### src/rtl/core/hwe_pkg.sv
// shared types and constants for the hyphenated word extractor
`timescale 1ns / 1ps
package hwe_pkg;

  localparam int WORD_MAX   = 63;
  localparam int LEN_W      = $clog2(WORD_MAX + 1);
  localparam int ADDR_W     = LEN_W + 1;
  localparam int JOBQ_DEPTH = 2;
  localparam int JOBQ_PTR_W = $clog2(JOBQ_DEPTH);
  localparam int JOBQ_CNT_W = $clog2(JOBQ_DEPTH + 1);

  localparam logic [7:0] CH_NUL    = 8'h00;
  localparam logic [7:0] CH_NL     = 8'h0a;
  localparam logic [7:0] CH_TAB    = 8'h09;
  localparam logic [7:0] CH_SPACE  = 8'h20;
  localparam logic [7:0] CH_HYPHEN = 8'h2d;
  localparam logic [7:0] CH_LO_A   = 8'h61;
  localparam logic [7:0] CH_LO_Z   = 8'h7a;
  localparam logic [7:0] CH_UP_A   = 8'h41;
  localparam logic [7:0] CH_UP_Z   = 8'h5a;

  typedef enum logic [1:0] {
    MODE_NORMAL       = 2'd0,
    MODE_AFTER_HYPHEN = 2'd1,
    MODE_SKIP_BLANKS  = 2'd2
  } scan_mode_t;

  typedef enum logic [1:0] {
    BK_IDLE    = 2'd0,
    BK_WORD    = 2'd1,
    BK_NEWLINE = 2'd2
  } back_state_t;

  typedef struct packed {
    logic             bank;
    logic [LEN_W-1:0] len;
  } job_t;

  typedef struct packed {
    logic              en;
    logic [ADDR_W-1:0] addr;
    logic [7:0]        data;
  } wr_t;

  typedef struct packed {
    logic en;
    logic bank;
  } rel_t;

  function automatic logic is_letter(input logic [7:0] v);
    return v inside {[CH_LO_A:CH_LO_Z], [CH_UP_A:CH_UP_Z]};
  endfunction

endpackage

### src/rtl/core/hwe_front.sv
// input scanner: classifies bytes, fills the word store and queues joined words
`timescale 1ns / 1ps
module hwe_front
  import hwe_pkg::*;
(
  input  logic       clk,
  input  logic       rst,
  input  logic       s_tvalid,
  output logic       s_tready,
  input  logic [7:0] s_tdata,   // [7:0] text_byte
  output wr_t        wr,
  output logic       push,
  output job_t       push_job,
  input  logic       q_full,
  input  rel_t       release_bank
);

  scan_mode_t       mode, mode_next;
  logic             joined, joined_next;
  logic [LEN_W-1:0] len, len_next;
  logic             cur_bank, cur_bank_next;
  logic [1:0]       bank_busy, bank_busy_next;

  always_ff @(posedge clk) begin
    if (rst) begin
      mode      <= MODE_NORMAL;
      joined    <= 1'b0;
      len       <= '0;
      cur_bank  <= 1'b0;
      bank_busy <= 2'b00;
    end else begin
      mode      <= mode_next;
      joined    <= joined_next;
      len       <= len_next;
      cur_bank  <= cur_bank_next;
      bank_busy <= bank_busy_next;
    end
  end

  always_comb begin
    logic       accept;
    logic       do_store;
    logic       do_clear;
    logic [7:0] v;
    accept         = 1'b0;
    do_store       = 1'b0;
    do_clear       = 1'b0;
    v              = s_tdata;
    mode_next      = mode;
    joined_next    = joined;
    len_next       = len;
    cur_bank_next  = cur_bank;
    bank_busy_next = bank_busy;
    push           = 1'b0;
    push_job.bank  = cur_bank;
    push_job.len   = len;
    wr.en          = 1'b0;
    wr.addr        = {cur_bank, len};
    wr.data        = v;

    s_tready = !bank_busy[cur_bank] && !q_full;
    accept   = s_tvalid && s_tready;

    if (accept) begin
      if (v == CH_NUL) begin
        do_clear = 1'b1;
      end else begin
        case (mode)
          MODE_AFTER_HYPHEN: begin
            if (v == CH_NL) begin
              if (len == LEN_W'(1)) begin
                do_clear = 1'b1;
              end else begin
                joined_next = 1'b1;
                mode_next   = MODE_SKIP_BLANKS;
              end
            end else begin
              do_store  = 1'b1;
              mode_next = MODE_NORMAL;
            end
          end
          MODE_SKIP_BLANKS: begin
            if (!(v inside {CH_SPACE, CH_TAB, CH_NL})) begin
              do_store  = 1'b1;
              mode_next = MODE_NORMAL;
            end
          end
          default: begin
            mode_next = MODE_NORMAL;
            if (is_letter(v)) begin
              do_store = 1'b1;
            end else if (v == CH_HYPHEN) begin
              do_store  = 1'b1;
              mode_next = MODE_AFTER_HYPHEN;
            end else begin
              // word ends, a joined word goes to the emitter
              if (joined) begin
                push                     = 1'b1;
                cur_bank_next            = ~cur_bank;
                bank_busy_next[cur_bank] = 1'b1;
              end
              do_clear = 1'b1;
            end
          end
        endcase
      end
    end

    if (do_store && (len < LEN_W'(WORD_MAX))) begin
      wr.en    = 1'b1;
      len_next = len + LEN_W'(1);
    end

    if (do_clear) begin
      mode_next   = MODE_NORMAL;
      joined_next = 1'b0;
      len_next    = '0;
    end

    if (release_bank.en) begin
      bank_busy_next[release_bank.bank] = 1'b0;
    end
  end

endmodule

### src/rtl/core/hwe_jobq.sv
// short queue of finished joined words between scanner and emitter
`timescale 1ns / 1ps
module hwe_jobq
  import hwe_pkg::*;
(
  input  logic clk,
  input  logic rst,
  input  logic push,
  input  job_t push_job,
  output logic full,
  input  logic pop,
  output logic job_valid,
  output job_t job
);

  job_t                  entries [JOBQ_DEPTH];
  logic [JOBQ_PTR_W-1:0] wptr, rptr;
  logic [JOBQ_CNT_W-1:0] count;
  logic                  do_push, do_pop;

  assign full      = (count == JOBQ_CNT_W'(JOBQ_DEPTH));
  assign job_valid = (count != '0);
  assign job       = entries[rptr];
  assign do_push   = push && !full;
  assign do_pop    = pop && job_valid;

  always_ff @(posedge clk) begin
    if (do_push) begin
      entries[wptr] <= push_job;
    end
  end

  always_ff @(posedge clk) begin
    if (rst) begin
      wptr  <= '0;
      rptr  <= '0;
      count <= '0;
    end else begin
      if (do_push) begin
        wptr <= (wptr == JOBQ_PTR_W'(JOBQ_DEPTH - 1)) ? '0 : wptr + JOBQ_PTR_W'(1);
      end
      if (do_pop) begin
        rptr <= (rptr == JOBQ_PTR_W'(JOBQ_DEPTH - 1)) ? '0 : rptr + JOBQ_PTR_W'(1);
      end
      if (do_push && !do_pop) begin
        count <= count + JOBQ_CNT_W'(1);
      end else if (do_pop && !do_push) begin
        count <= count - JOBQ_CNT_W'(1);
      end
    end
  end

endmodule

### src/rtl/core/hwe_back.sv
// emitter: holds the two-bank word store and streams out queued words
`timescale 1ns / 1ps
module hwe_back
  import hwe_pkg::*;
(
  input  logic       clk,
  input  logic       rst,
  input  wr_t        wr,
  input  logic       job_valid,
  input  job_t       job,
  output logic       pop,
  output rel_t       release_bank,
  output logic       m_tvalid,
  input  logic       m_tready,
  output logic [7:0] m_tdata,   // [7:0] out_byte
  output logic       m_tlast    // last_of_word
);

  logic [7:0] mem [2**ADDR_W];

  back_state_t      state, state_next;
  logic             ov, ov_next;
  logic [LEN_W-1:0] idx, idx_next;
  logic [LEN_W-1:0] len, len_next;
  logic             bank, bank_next;
  logic             out_last, out_last_next;
  logic [7:0]       out_byte;
  logic             rd_en, nl_load, can_load;
  logic [ADDR_W-1:0] rd_addr;

  always_ff @(posedge clk) begin
    if (wr.en) begin
      mem[wr.addr] <= wr.data;
    end
  end

  always_ff @(posedge clk) begin
    if (rd_en) begin
      out_byte <= mem[rd_addr];
    end else if (nl_load) begin
      out_byte <= CH_NL;
    end
  end

  always_ff @(posedge clk) begin
    if (rst) begin
      state    <= BK_IDLE;
      ov       <= 1'b0;
      idx      <= '0;
      len      <= '0;
      bank     <= 1'b0;
      out_last <= 1'b0;
    end else begin
      state    <= state_next;
      ov       <= ov_next;
      idx      <= idx_next;
      len      <= len_next;
      bank     <= bank_next;
      out_last <= out_last_next;
    end
  end

  assign can_load = !ov || m_tready;
  assign rd_addr  = {bank, idx};

  always_comb begin
    state_next        = state;
    ov_next           = ov;
    idx_next          = idx;
    len_next          = len;
    bank_next         = bank;
    out_last_next     = out_last;
    pop               = 1'b0;
    rd_en             = 1'b0;
    nl_load           = 1'b0;
    release_bank.en   = 1'b0;
    release_bank.bank = bank;
    case (state)
      BK_IDLE: begin
        if (can_load) begin
          ov_next = 1'b0;
          if (job_valid) begin
            pop        = 1'b1;
            bank_next  = job.bank;
            len_next   = job.len;
            idx_next   = '0;
            state_next = BK_WORD;
          end
        end
      end
      BK_WORD: begin
        if (can_load) begin
          ov_next = 1'b1;
          if (idx != len) begin
            rd_en         = 1'b1;
            out_last_next = 1'b0;
            idx_next      = idx + LEN_W'(1);
          end else begin
            nl_load       = 1'b1;
            out_last_next = 1'b1;
            state_next    = BK_NEWLINE;
          end
        end
      end
      BK_NEWLINE: begin
        if (can_load) begin
          ov_next         = 1'b0;
          release_bank.en = 1'b1;
          state_next      = BK_IDLE;
        end
      end
      default: begin
        state_next = BK_IDLE;
        ov_next    = 1'b0;
      end
    endcase
  end

  assign m_tvalid = ov;
  assign m_tdata  = out_byte;
  assign m_tlast  = out_last;

endmodule

### src/rtl/core/hyphenated_word_extractor_core.sv
// top level of the hyphenated word extractor
// input: one byte per cycle; stalls only while a second joined word ends before the
//   previous one has drained from the other store bank
// output: a joined word of n stored bytes leaves as n + 1 transactions, one per
//   cycle while m_tready is high, the first once its job is popped and its store read
// reset: synchronous; clears scan state, queue and emitter, the word store is not cleared
`timescale 1ns / 1ps
module hyphenated_word_extractor_core
  import hwe_pkg::*;
(
  input  logic       clk,
  input  logic       rst,
  input  logic       s_tvalid,
  output logic       s_tready,
  input  logic [7:0] s_tdata,   // [7:0] text_byte
  output logic       m_tvalid,
  input  logic       m_tready,
  output logic [7:0] m_tdata,   // [7:0] out_byte
  output logic       m_tlast    // last_of_word
);

  wr_t  wr;
  logic push, q_full, pop, job_valid;
  job_t push_job, job;
  rel_t release_bank;

  hwe_front u_front (
    .clk          (clk),
    .rst          (rst),
    .s_tvalid     (s_tvalid),
    .s_tready     (s_tready),
    .s_tdata      (s_tdata),
    .wr           (wr),
    .push         (push),
    .push_job     (push_job),
    .q_full       (q_full),
    .release_bank (release_bank)
  );

  hwe_jobq u_jobq (
    .clk       (clk),
    .rst       (rst),
    .push      (push),
    .push_job  (push_job),
    .full      (q_full),
    .pop       (pop),
    .job_valid (job_valid),
    .job       (job)
  );

  hwe_back u_back (
    .clk          (clk),
    .rst          (rst),
    .wr           (wr),
    .job_valid    (job_valid),
    .job          (job),
    .pop          (pop),
    .release_bank (release_bank),
    .m_tvalid     (m_tvalid),
    .m_tready     (m_tready),
    .m_tdata      (m_tdata),
    .m_tlast      (m_tlast)
  );

endmodule

### config.mk
export PLATFORM = sky130hd
export DESIGN_NAME = hyphenated_word_extractor_core
export DESIGN_NICKNAME = d
export VERILOG_FILES = /design/src/rtl/core/hwe_pkg.sv /design/src/rtl/core/hwe_front.sv /design/src/rtl/core/hwe_jobq.sv /design/src/rtl/core/hwe_back.sv /design/src/rtl/core/hyphenated_word_extractor_core.sv
export SDC_FILE = /design/constraint.sdc
export NUM_CORES = 1
export LEC_CHECK = 0
export BUFFER_PORTS_ARGS = -buffer_cell sky130_fd_sc_hd__buf_4
export CORE_MARGIN = 2
export CORE_UTILIZATION = 50
export CTS_BUF_LIST = sky130_fd_sc_hd__clkbuf_8
export CTS_CLUSTER_SIZE = 30
export DETAILED_ROUTE_END_ITERATION = 8
export GPL_TIMING_DRIVEN = 0
export MAX_ROUTING_LAYER = met4
export PLACE_DENSITY_LB_ADDON = 0.12
export SLEW_MARGIN = 20
export SYNTH_ARGS = -nofsm -noshare
export SYNTH_HDL_FRONTEND = slang
export SYNTH_SLANG_ARGS = --single-unit
### constraint.sdc
create_clock -name clk -period 6.84 [get_ports clk]
set_input_delay 0 -clock clk [delete_from_list [all_inputs] [get_ports clk]]
set_output_delay 0 -clock clk [all_outputs]
set_load 0.01 [all_outputs]
# ---- Word-level counts from Yosys, hierarchy flattened
# Memory sizes are Yosys's and may differ from the RTL's. A register that Yosys moved wholly into a read port is not among the register bits.
# Cells that the tools add are included.
dict set report totals {
  ff_bits 34
  latchBits 0
  mem_bits_rw 1038
  rom_bits 0
  in_bits 12
  output_inout_bits 11
  word_cells 170
  mem_count 2
}
# name words word_bits read_ports rd_ports_with_merged_regs write_ports line_no
set memory_table {}
lappend memory_table {u_back.mem 128 8 1 0 1 hwe_back.sv:19} ;# logic [7:0] mem [2**ADDR_W];
lappend memory_table {u_jobq.entries 2 7 1 1 1 hwe_jobq.sv:16} ;# job_t entries [JOBQ_DEPTH];
dict set report op_classes {
  n_addsub 6
  mul 0
  div 0
  order_cmp 9
  eq_ne 20
  shift 0
  n_mux 75
  bitwise 9
  reduce_logical 36
}
# cell count
set op_table {}
lappend op_table {{1-bit two-way mux} 43}
lappend op_table {{2-bit two-way mux} 18}
lappend op_table {{6-bit two-way mux} 4}
lappend op_table {{8-bit by 4-bit == test with 1-bit output, second input constant} 2}
lappend op_table {{8-bit by 6-bit == test with 1-bit output, second input constant} 2}
lappend op_table {{8-bit by 7-bit >= comparator with 1-bit output, second input constant} 2}
lappend op_table {{8-bit by 7-bit <= comparator with 1-bit output, second input constant} 2}
lappend op_table {{8-bit two-way mux} 2}
lappend op_table {{5-bit AND reduction} 3}
lappend op_table {{6-bit by 1-bit adder with 6-bit output, second input constant} 2}
lappend op_table {{6-bit one-hot mux with 2 select lines} 1}
lappend op_table {{1-bit logical AND} 11}
lappend op_table {{2-bit by 1-bit != test with 1-bit output, second input constant} 5}
lappend op_table {{2-bit nonzero test} 5}
lappend op_table {{8-bit logical NOT} 1}
lappend op_table {{2-bit == test, second input constant} 3}
lappend op_table {{6-bit by 1-bit == test with 1-bit output, second input constant} 1}
lappend op_table {{6-bit < comparator, second input constant} 1}
lappend op_table {{2-bit != test, second input constant} 3}
lappend op_table {{6-bit != test} 1}
lappend op_table {{1-bit inverter} 6}
lappend op_table {{1-bit one-hot mux with 2 select lines} 3}
lappend op_table {{2-bit one-hot mux with 3 select lines} 1}
lappend op_table {{6-bit AND reduction} 1}
lappend op_table {{20 further kinds} 32}

# ---- Logic depth before layout (Yosys ltp)
# Gate-level depths: netlist of run 1.
dict set report logic_depth {
  word_depth 13
  depth_mapped 11
  mapped_depth_nobuf 8
}

# ---- Modules after synthesis
# From an unflattened synthesis of run 1, not the netlist that was laid out.
dict set report unflattened {
  cells_unflattened 2242
  hier_area_um2 43068.8
}
# mod n_inst cells_per_inst area_per_inst_um2 seq_area_each_um2
set by_module_without_submodules {}
lappend by_module_without_submodules {hwe_back 1 2071 41278.3 31330.0}
lappend by_module_without_submodules {hwe_front 1 124 1066.0 240.2}
lappend by_module_without_submodules {hwe_jobq 1 47 724.4 520.5}

# ---- Worst setup path before layout of run 1
# No wires, ideal clock.
dict set report synth_path {
  path_kind {flip-flop to flip-flop}
  start {reg u_front.cur_bank}
  end {mem u_back.mem[106][0] (enable)}
  setup_ps 383
  arrival_time_ps 2576
  t_required_ps 6457
  slack_ps 3881
  stages_incl_launch_ff 8
  path_buffers 1
  synth_period_minus_slack_ps 2959
  cell_sequence {dfxtp_1 -> mux2_4 -> nor3b_4 -> nand3_2 -> nor3_4 -> nand2_4 -> buf_6 -> nor3_1}
}
dict set report synth_between {
  elab_chain_len 10
}
# element line_no
set synth_lines {}
lappend synth_lines {{from (decl)} hwe_front.sv:21} ;# logic cur_bank, cur_bank_next;
lappend synth_lines {{from (signal assigned)} hwe_front.sv:35} ;# cur_bank <= cur_bank_next;
lappend synth_lines {{1-bit two-way mux (implied by the code) (2 in a row)} hwe_front.sv:61} ;# s_tready = !bank_busy[cur_bank] && !q_full;
lappend synth_lines {{1-bit logical NOT} hwe_front.sv:61}
lappend synth_lines {{1-bit logical AND} hwe_front.sv:61}
lappend synth_lines {{1-bit logical AND} hwe_front.sv:62} ;# accept = s_tvalid && s_tready;
lappend synth_lines {{1-bit two-way mux} hwe_front.sv:64} ;# if (accept) begin
lappend synth_lines {{1-bit logical AND} hwe_front.sv:109} ;# if (do_store && (len < LEN_W'(WORD_MAX))) begin
lappend synth_lines {{1-bit two-way mux} hwe_front.sv:109}
lappend synth_lines {{1-bit two-way mux} hwe_back.sv:32} ;# if (wr.en) begin
lappend synth_lines {{1-bit two-way mux (implied by the code)} hwe_back.sv:33} ;# mem[wr.addr] <= wr.data;
lappend synth_lines {{to (decl)} hwe_back.sv:19}
# Parallel ways exist; a longest one is shown, timed or not. The select of a mux whose other input is x is not followed.

# ---- Worst setup path after layout of run 1
dict set report layout_path {
  start {reg u_back.idx[0]}
  end {reg u_back.out_byte[2], in the netlist u_back.m_tdata[2], data pin}
}
dict set report layout_between {
  elab_chain_len 5
}
# element line_no
set layout_lines {}
lappend layout_lines {{from (decl)} hwe_back.sv:23} ;# logic [LEN_W-1:0] idx, idx_next;
lappend layout_lines {{from (signal assigned)} hwe_back.sv:56} ;# idx <= idx_next;
lappend layout_lines {{parallel branches: the longest is 4 deep, another holds memory 128 x 8 bit} -}
lappend layout_lines {{8-bit two-way mux (*)} hwe_back.sv:38} ;# if (rd_en) begin
lappend layout_lines {{to (signal assigned)} hwe_back.sv:39} ;# out_byte <= mem[rd_addr];
lappend layout_lines {{to (decl)} hwe_back.sv:27} ;# logic [7:0] out_byte;
# Every way passes the cells marked *.
# A chain may end at the register's enable or synchronous reset.

==> results of run 1 <==
==> stage by stage <==
stage | setup slack (ns) | area (µm²) | power (mW)
after floorplan | 3.881 | 42360 | 8.303
after global placement | 2.075 | 43940 | 8.864
after detailed placement | 2.345 | 44200 | 8.899
after CTS | 2.340 | 47420 | 13.87
after global routing | 2.104 | 47480 | 14.24
final | 2.033 | 47480 | 13.82
==> worst max-delay path: cells and delay by family (launching register included) <==
family | cells | cell delay [ns]
AO/OA/AOI/OAI | 2 | 1.00
AND/OR/NAND/NOR | 4 | 0.90
buffers and inverters | 5 | 2.16
flip-flops | 1 | 0.34
==> routing by layer <==
metal	vias to the layer above	part of all wire	GRT usage	wire length (µm)
li1	9459	-	-	-
met1	12200	0.39	0.3933	48210
met2	1354	0.47	0.4467	58120
met3	269	0.097	0.06954	12100
met4	0	0.046	0.1358	5669
met5	-	0	-	0
==> synth_stat cells (10+ instances only) <==
library cell,n
and2_1,10
buf_4,12
mux4_2,202
nor2_1,166
nand4_1,13
o21ai_0,15
a211oi_1,14
a221oi_1,14
edfxtp_1,1046
o22ai_1,12
mux2i_1,127
a21oi_1,24
inv_1,10
nor2b_1,21
dfxtp_1,33
xnor2_1,14
nor3_1,52
buf_2,36
buf_1,12
nand2_1,73
nor4_1,10
nand3_1,29
clkbuf_1,55
a22oi_1,89
==> repair_timing <==
item,4_1_cts,5_1_grt
hold buffers,14,0
endpoints found under the setup margin,0,0
endpoints found under the hold margin,1057,0
==> flip-flops by register name (all words and copies together), names as in the netlist, 2 cells and up <==
signal             flops
u_back.idx             6
u_back.len             6
u_back.m_tdata         8
u_back.mem          1024
u_back.state           2
u_front.bank_busy      2
u_front.len            6
u_front.mode           2
u_jobq.count           2
u_jobq.entries        14
==> cells by family after synthesis <==
kind of cell,count (synthesis)
flops,1079
xor+xnor,17
mux,334
fa+ha+maj,6
compound gates,216
simple gates,412
buf+inv,131
==> power groups by stage <==
stage / clock [mW] / sequential (mW) / combinational [mW]
4_1_cts: 5.10 / 7.33 / 1.44
3_5_place_dp: 0 / 7.47 / 1.43
5_1_grt: 5.39 / 7.33 / 1.52
2_1_floorplan: 0 / 7.46 / 0.842
6_report: 5.04 / 7.33 / 1.45
3_3_place_gp: 0 / 7.47 / 1.40
==> area by class of cell <==
| type | instances | share of cell area |
|---|---|---|
| well taps | 1134 | 0.02988 |
| clock inverters | 122 | 0.01431 |
| inverters | 11 | 0.0008695 |
| diodes | 3 | 0.0001581 |
| repair buffers | 43 | 0.009012 |
| flip-flops and latches | 1079 | 0.6754 |
| plain buffers | 120 | 0.01252 |
| clock buffers | 174 | 0.05043 |
| multi-input cells | 985 | 0.2074 |
==> worst min-delay path by stage <==
| stage | from | end | slack (ns) | cells after the start |
|---|---|---|---|---|
| after CTS | rst | u_front.bank_busy[1] | 0.11 | 3 |
| after global routing | s_tdata[2] | u_back.mem[14][2] | 0.15 | 2 |
| after global placement | m_tready | u_back.state[1] | 0.29 | 4 |
| final | rst | u_front.bank_busy[1] | 0.15 | 3 |
| after floorplan | s_tdata[0] | u_back.mem[0][0] | 0.1 | 0 |
| after detailed placement | m_tready | u_back.state[1] | 0.30 | 4 |
==> results_dict.tcl, run 1 <==
set metrics [dict create \
    outcome "finished clean" \
    drtIter0Drc 3288 \
    cp_max_fo 10 \
    area_growth_syn_to_layout_pct 12.09 \
    tns_ns 0 \
    die-area_mm2 0.08707 \
    critPathKind "flip-flop to flip-flop" \
    grt_max_degree 135 \
    ff2ff_path_depth 11 \
    fill_cells 6446 \
    syn-cell-area_mm2 0.04236 \
    maxCapViolCount 0 \
    synth_top_family_by_area "multiplexers" \
    clock_path_buffers 3 \
    clkLatencyLatePin_ns 0.86 \
    final_cell_mix "edfxtp_1 (1046), mux4_2 (202), clkbuf_8 (174), nor2_1 (165), mux2i_1 (127)" \
    worstSetupStartpoint "u_back.idx[0]" \
    layout-drive-gt1-share 0.2218 \
    overflow 0 \
    fmaxAchievable_ghz 0.2080 \
    ant_nets 0 \
    crit_path_end "u_back.m_tdata[2]" \
    htree_levels 4 \
    yosys.area.top_type "edfxtp_1" \
    ys_dominant_reg_cell "edfxtp_1" \
    cts_resized 0 \
    worst_slew_pin_slew_ns 1.196 \
    yosysSeqAreaShare 0.7571 \
    finalHoldViolCount 0 \
    final_max_slew_viol_count 0 \
    synth_area_leaders "edfxtp_1 (74%), mux4_2 (11%), mux2i_1 (3.0%)" \
    multi_input_area_mm2 0.009849 \
    utilization 0.5665 \
    totalWireLength_um 124100 \
    grt_pass1_wl_um 172800 \
    relSlewSlack 0.2025 \
    rsz0062_at_grt "false" \
    slowest_delay_ns 0.81 \
    arrival_ns 5.27 \
    seqPwrFrac 0.530 \
    grt_pass1_vias 23210 \
    synth_seq_cells 1079 \
    ys_warn_count 0 \
    power.switching_mw 3.535 \
    wl_per_cell_um 33.80 \
    synthArstFlopShare 0 \
    finalSetupViolations 0 \
    finClkSkew_ns 0.04672 \
    fin_crit_ns 4.807 \
    syn_inst 2195 \
    cts.sink_count 1079 \
    vias_per_cell 6.341 \
    synth_cell_types 67 \
    stdcell_count 3671 \
    hold_slack_ns 0.1478 \
    post_cts_buffers 0 \
    layout.area.seq_mm2 0.03207 \
    ff2ff_setup_slack_ns 2.03 \
    switching_share 0.2558 \
    syn_nets 2213 \
    antenna_found_initial 6 \
    synth_xor_area_frac 0.003515 \
    p_int_mw 10.29 \
    yosys.area_share.simple 0.04717 \
    path_cells "buf_4 > buf_4 > buf_2 > nor2b_1 > buf_2 > clkbuf_1 > a221oi_1 > nand2_1 > nand3_1 > o21ai_0 > nand4_1" \
    worst_hold_path_type "primary input to flip-flop" \
    nets 2429 \
    slowest_stage "o21ai_0" \
    peakVddDrop_uv 168.2 \
    cts_tree "yes" \
    num_rows 106 \
    synth-edff-count 1046 \
    fp.dieH_um 295.1 \
    r2r_start "u_back.idx[0]" \
    yosys.area.top_type_share 0.7415 \
    clkTransAtPathRegs_ns 0.07 \
    ios 23 \
    drt-pass1-iter-count 6 \
    gp_congestion 1.013 \
    synth_fa_ha_area_frac 0.001772 \
    synth-compound-area-share 0.03719 \
    final_common_cell "edfxtp_1" \
    worst_setup_path_end_kind "flip-flop" \
    numPortBuffers 21 \
    power.density_mw_per_mm2 291.0 \
    drc_errors 0 \
    cts_root_buffer "clkbuf_8" \
    syn_avg_cell_area_um2 19.30 \
    fin_crit_sh 0.7028 \
    dp_hpwl_um 79960 \
    die_width_um 295.1 \
    start_kind "flip-flop" \
    vias 23280 \
    coreArea_mm2 0.08382 \
    grt_usage 0.2987 \
    numCtsBuffers 171 \
    synthMuxAreaShare 0.1388 \
    cp.required_ns 7.30 \
    r2r_end "u_back.m_tdata[2]" \
    dp.cells 3356 \
    start_util 0.5054 \
    leakage_nw 14.50 \
    p_clk_frac 0.364 \
    p_comb_frac 0.105 \
]
Note: power is estimated with default switching activity, not from simulation.
==> run 2: changes to the inputs <==
==> constraint.sdc (replaced) <==
create_clock -name clk -period 4.2 [get_ports clk]
set_input_delay 0 -clock clk [delete_from_list [all_inputs] [get_ports clk]]
set_output_delay 0 -clock clk [all_outputs]
set_load 0.01 [all_outputs]
==> results_dict.tcl, run 2 (same netlist as run 1, synthesis figures left out) <==
set metrics [dict create \
    clkLatencyLatePin_ns 0.86 \
    largest_register "u_back.mem" \
    critPathKind "flip-flop to flip-flop" \
    vias 23230 \
    worst_slew_pin_slew_ns 1.208 \
    wl_per_cell_um 33.81 \
    antenna_found_initial 6 \
    p_comb_frac 0.106 \
    final_max_slew_viol_count 0 \
    start_kind "flip-flop" \
    fin_crit_sh 1.008 \
    worst_setup_path_end_kind "flip-flop" \
    final_cell_mix "edfxtp_1 (1046), mux4_2 (202), clkbuf_8 (174), nor2_1 (165), mux2i_1 (127)" \
    p_int_mw 16.76 \
    finClkSkew_ns 0.04314 \
    dp_hpwl_um 79960 \
    arrival_ns 4.72 \
    largest_reg_flops 1024 \
    post_cts_buffers 0 \
    ios 23 \
    ant_nets 0 \
    htree_levels 4 \
    layout-drive-gt1-share 0.2226 \
    grt_pass1_vias 23210 \
    die-area_mm2 0.08707 \
    fin_ws_ns -0.03310 \
    die_width_um 295.1 \
    stdcell_count 3670 \
    totalWireLength_um 124100 \
    dp.cells 3356 \
    finalHoldViolCount 0 \
    fin_crit_ns 4.233 \
    numCtsBuffers 171 \
    p_clk_frac 0.364 \
    area_growth_syn_to_layout_pct 12.13 \
    power.density_mw_per_mm2 473.9 \
    coreArea_mm2 0.08382 \
    grt_max_degree 135 \
    drt-pass1-iter-count 5 \
    nets 2429 \
    finalSetupViolations 3 \
    hold_slack_ns 0.1449 \
    hold_depth 3 \
    grt_usage 0.2986 \
    drc_errors 0 \
    seqPwrFrac 0.530 \
    power.switching_mw 5.752 \
    ff2ff_path_depth 11 \
    num_rows 106 \
    cp_max_fo 10 \
    worst_hold_path_type "primary input to flip-flop" \
    start_util 0.5054 \
    final_common_cell "edfxtp_1" \
    drtIter0Drc 3296 \
    gp_congestion 1.013 \
    cts_tree "yes" \
    rsz0062_at_grt "false" \
    cts_root_buffer "clkbuf_8" \
    fmaxAchievable_ghz 0.2362 \
    peakVddDrop_uv 275.9 \
    clock_path_buffers 3 \
    cts.sink_count 1079 \
    numPortBuffers 21 \
    relSlewSlack 0.1949 \
    leakage_nw 14.50 \
    overflow 0 \
    grt_pass1_wl_um 172800 \
    outcome "finished, violations left" \
    place_ws_ns -0.2954 \
    clkTransAtPathRegs_ns 0.06 \
    vias_per_cell 6.329 \
    maxCapViolCount 0 \
    fp.dieH_um 295.1 \
    cp.required_ns 4.69 \
    switching_share 0.2555 \
    violations "negative setup slack" \
]
run 2: cell count changes in the layout (fill, tap and decap cells not counted), moves of 2 or more:
cell and change:
clkbuf_2 +2, buf_4 +2, clkbuf_4 +4, o21ai_1 +5, clkbuf_1 -2, buf_2 -6, o21ai_0 -5
run 2: area by class of cell:
type	count	area (µm²)
flip-flops and latches	1079	32070
multi-input cells	985	9849
fillers	6445	36320
clock buffers	174	2395
well taps	1134	1419
repair buffers	43	427.9
plain buffers	120	611.8
inverters	11	41.29
clock inverters	122	679.4
diodes	2	5.005
run 2: final timing paths:
path	end	startpoint	slack, ns
worst min-delay path	u_front.bank_busy[1]	rst	0.14
worst min register to register	u_jobq.entries[0][5]	u_front.len[5]	0.46
worst max register to register	u_back.m_tdata[2]	u_back.idx[0]	-0.03
worst max-delay path	u_back.m_tdata[2]	u_back.idx[0]	-0.03
run 2: per-stage QoR:
stage / setup TNS, ns / power (mW) / area [µm²] / utilization
2_1_floorplan: 0 / 13.52 / 42360 / -
3_3_place_gp: -145.63 / 14.44 / 43940 / 0.5242
3_5_place_dp: -1.598 / 14.49 / 44200 / 0.5274
4_1_cts: -0.001544 / 22.60 / 47430 / 0.5658
5_1_grt: 0 / 23.20 / 47500 / 0.5667
6_report: -0.05189 / 22.51 / 47500 / 0.5667
run 2: worst max-delay path, cell delays in order (launching register included):
cell and delay, ns:
dfxtp_1 0.32, buf_4 0.18, buf_4 0.26, buf_4 0.29, buf_4 0.30, nor2_2 0.66
buf_2 0.49, a22oi_1 0.12, nand2_1 0.15, nand3_1 0.12, o21ai_1 0.55, nand4_1 0.40
run 2: repair_timing:
action,4_1_cts,5_1_grt
setup endpoints to repair,5,6
endpoints found under the hold margin,1057,0
pin swaps,0,0
hold buffers,14,0
gates resized for setup,8,5
run 2: per-layer routing:
metal	vias to the layer above	track usage	wire [µm]
li1	9449	-	-
met1	12150	0.3936	48380
met2	1348	0.4467	58070
met3	278	0.06894	11910
met4	0	0.1363	5719
met5	-	-	0
run 2: power groups by stage:
stage          registers [mW]  clock network [mW]  logic (mW)
2_1_floorplan            12.1                   0        1.37
3_3_place_gp             12.2                   0        2.28
6_report                 11.9                8.20        2.38
3_5_place_dp             12.2                   0        2.33
4_1_cts                  11.9                8.31        2.35
5_1_grt                  11.9                8.78        2.49
==> run 3: changes to the inputs <==
--- a/config.mk
+++ b/config.mk
@@ -13,7 +13,7 @@
 export DETAILED_ROUTE_END_ITERATION = 8
 export GPL_TIMING_DRIVEN = 0
 export MAX_ROUTING_LAYER = met4
-export PLACE_DENSITY_LB_ADDON = 0.12
+export PLACE_DENSITY = 0.66
 export SLEW_MARGIN = 20
 export SYNTH_ARGS = -nofsm -noshare
 export SYNTH_HDL_FRONTEND = slang
==> results_dict.tcl, run 3 (same netlist as run 1, synthesis figures left out) <==
set metrics [dict create \
    arrival_ns 4.82 \
    rsz0062_at_grt "false" \
    clock_path_buffers 3 \
    ios 23 \
    layout-drive-gt1-share 0.2239 \
    fill_cells 6388 \
    violations "negative setup slack" \
    numCtsBuffers 168 \
    fmaxAchievable_ghz 0.2320 \
    totalWireLength_um 120600 \
    vias 23200 \
    start_util 0.5054 \
    fp.dieH_um 295.1 \
    clkTransAtPathRegs_ns 0.06 \
    peakVddDrop_uv 297.4 \
    critPathKind "flip-flop to flip-flop" \
    die-area_mm2 0.08707 \
    drtIter0Drc 3264 \
    overflow 0 \
    power.density_mw_per_mm2 469.0 \
    largest_register "u_back.mem" \
    final_max_slew_viol_count 0 \
    largest_reg_flops 1024 \
    grt_max_degree 134 \
    clkLatencyLatePin_ns 0.86 \
    finalHoldViolCount 0 \
    final_cell_mix "edfxtp_1 (1046), mux4_2 (202), clkbuf_8 (172), nor2_1 (165), mux2i_1 (127)" \
    utilization 0.5667 \
    coreArea_mm2 0.08382 \
    finalSetupViolations 4 \
    cp_max_fo 10 \
    cts.sink_count 1079 \
    die_width_um 295.1 \
    power_mw 22.28 \
    grt_usage 0.2903 \
    finClkSkew_ns 0.04068 \
    hold_slack_ns 0.1148 \
    relSlewSlack 0.2206 \
    drt-pass1-iter-count 5 \
    area_growth_syn_to_layout_pct 12.13 \
    fin_crit_ns 4.310 \
    drc_errors 0 \
    grt_pass1_vias 22810 \
    cp.required_ns 4.71 \
    cts_root_buffer "clkbuf_8" \
    worst_hold_path_type "primary input to flip-flop" \
    grt_pass1_wl_um 168500 \
    worst_slew_pin_slew_ns 1.167 \
    htree_levels 4 \
    wl_per_cell_um 32.79 \
    vias_per_cell 6.306 \
    numPortBuffers 21 \
    final_common_cell "edfxtp_1" \
    ant_nets 0 \
    fin_crit_sh 1.026 \
    maxCapViolCount 0 \
    antenna_found_initial 5 \
    outcome "finished, violations left" \
    num_rows 106 \
    worst_setup_path_end_kind "flip-flop" \
    start_kind "flip-flop" \
    nets 2430 \
    gp_congestion 0.9874 \
    fin_ws_ns -0.1105 \
    leakage_nw 14.46 \
    dp_hpwl_um 78570 \
    cts_tree "yes" \
]
==> run 3: what timing repair did <==
item | 4_1_cts | 5_1_grt
hold buffers | 14 | 0
resized for setup | 7 | 6
endpoints found under the setup margin | 5 | 5
buffers inserted | 0 | 0
pin swaps | 0 | 0
endpoints found under the hold margin | 1044 | 0
==> run 3: routing by layer <==
metal / GRT usage / part of all wire / up-vias
li1: - / - / 9469
met1: 0.3812 / 0.38 / 11980
met2: 0.4337 / 0.47 / 1488
met3: 0.07743 / 0.11 / 265
met4: 0.1197 / 0.041 / 0
met5: - / 0 / -
==> run 3: worst paths after layout <==
path,depth (start not counted),slack [ns],start,endpoint
min,2,0.11,s_tdata[2],u_back.mem[11][2]
max reg2reg,11,-0.11,u_back.idx[0],u_back.m_tdata[4]
max,11,-0.11,u_back.idx[0],u_back.m_tdata[4]
min reg2reg,0,0.45,u_front.len[5],u_jobq.entries[1][5]
==> run 3: layout make-up <==
cell class	count	area (µm²)	area share
Sequential cell	1079	32070	0.6751
Clock inverter	127	623.1	0.01312
Multi-Input combinational cell	985	9854	0.2075
Buffer	120	604.3	0.01272
Antenna cell	4	10.01	0.0002107
Inverter	11	41.29	0.0008692
Clock buffer	172	2367	0.04984
Timing Repair Buffer	47	511.7	0.01077
Tap cell	1134	1419	0.02987
==> run 3: worst max-delay path, stage by stage (launching register included) <==
cell	delay, ns
dfxtp_1	0.32
buf_4	0.18
buf_4	0.26
buf_4	0.29
buf_4	0.31
nor2_2	0.73
buf_2	0.50
a22oi_1	0.12
nand2_1	0.16
nand3_1	0.12
o21ai_1	0.64
nand4_1	0.33
==> run 3: through the flow <==
| stage | area, µm² | setup slack [ns] | setup TNS (ns) | cells |
|---|---|---|---|---|
| final | 47500 | -0.1105 | -0.2135 | 3679 |
| after global routing | 47500 | 0.006794 | 0 | 3679 |
| after CTS | 47350 | 0.0009219 | 0 | 3670 |
| after detailed placement | 44210 | -0.2182 | -1.639 | 3357 |
| after global placement | 43940 | -0.4192 | -95.47 | 3350 |
| after floorplan | 42360 | 1.241 | 0 | 2195 |
==> run 3: power by group <==
group | total [mW] | leakage [nW] | switching [mW] | internal, mW
combinational | 2.37 | 3.08 | 1.50 | 0.867
clock | 7.98 | 1.71 | 4.13 | 3.85
sequential | 11.9 | 9.66 | 0.0531 | 11.9
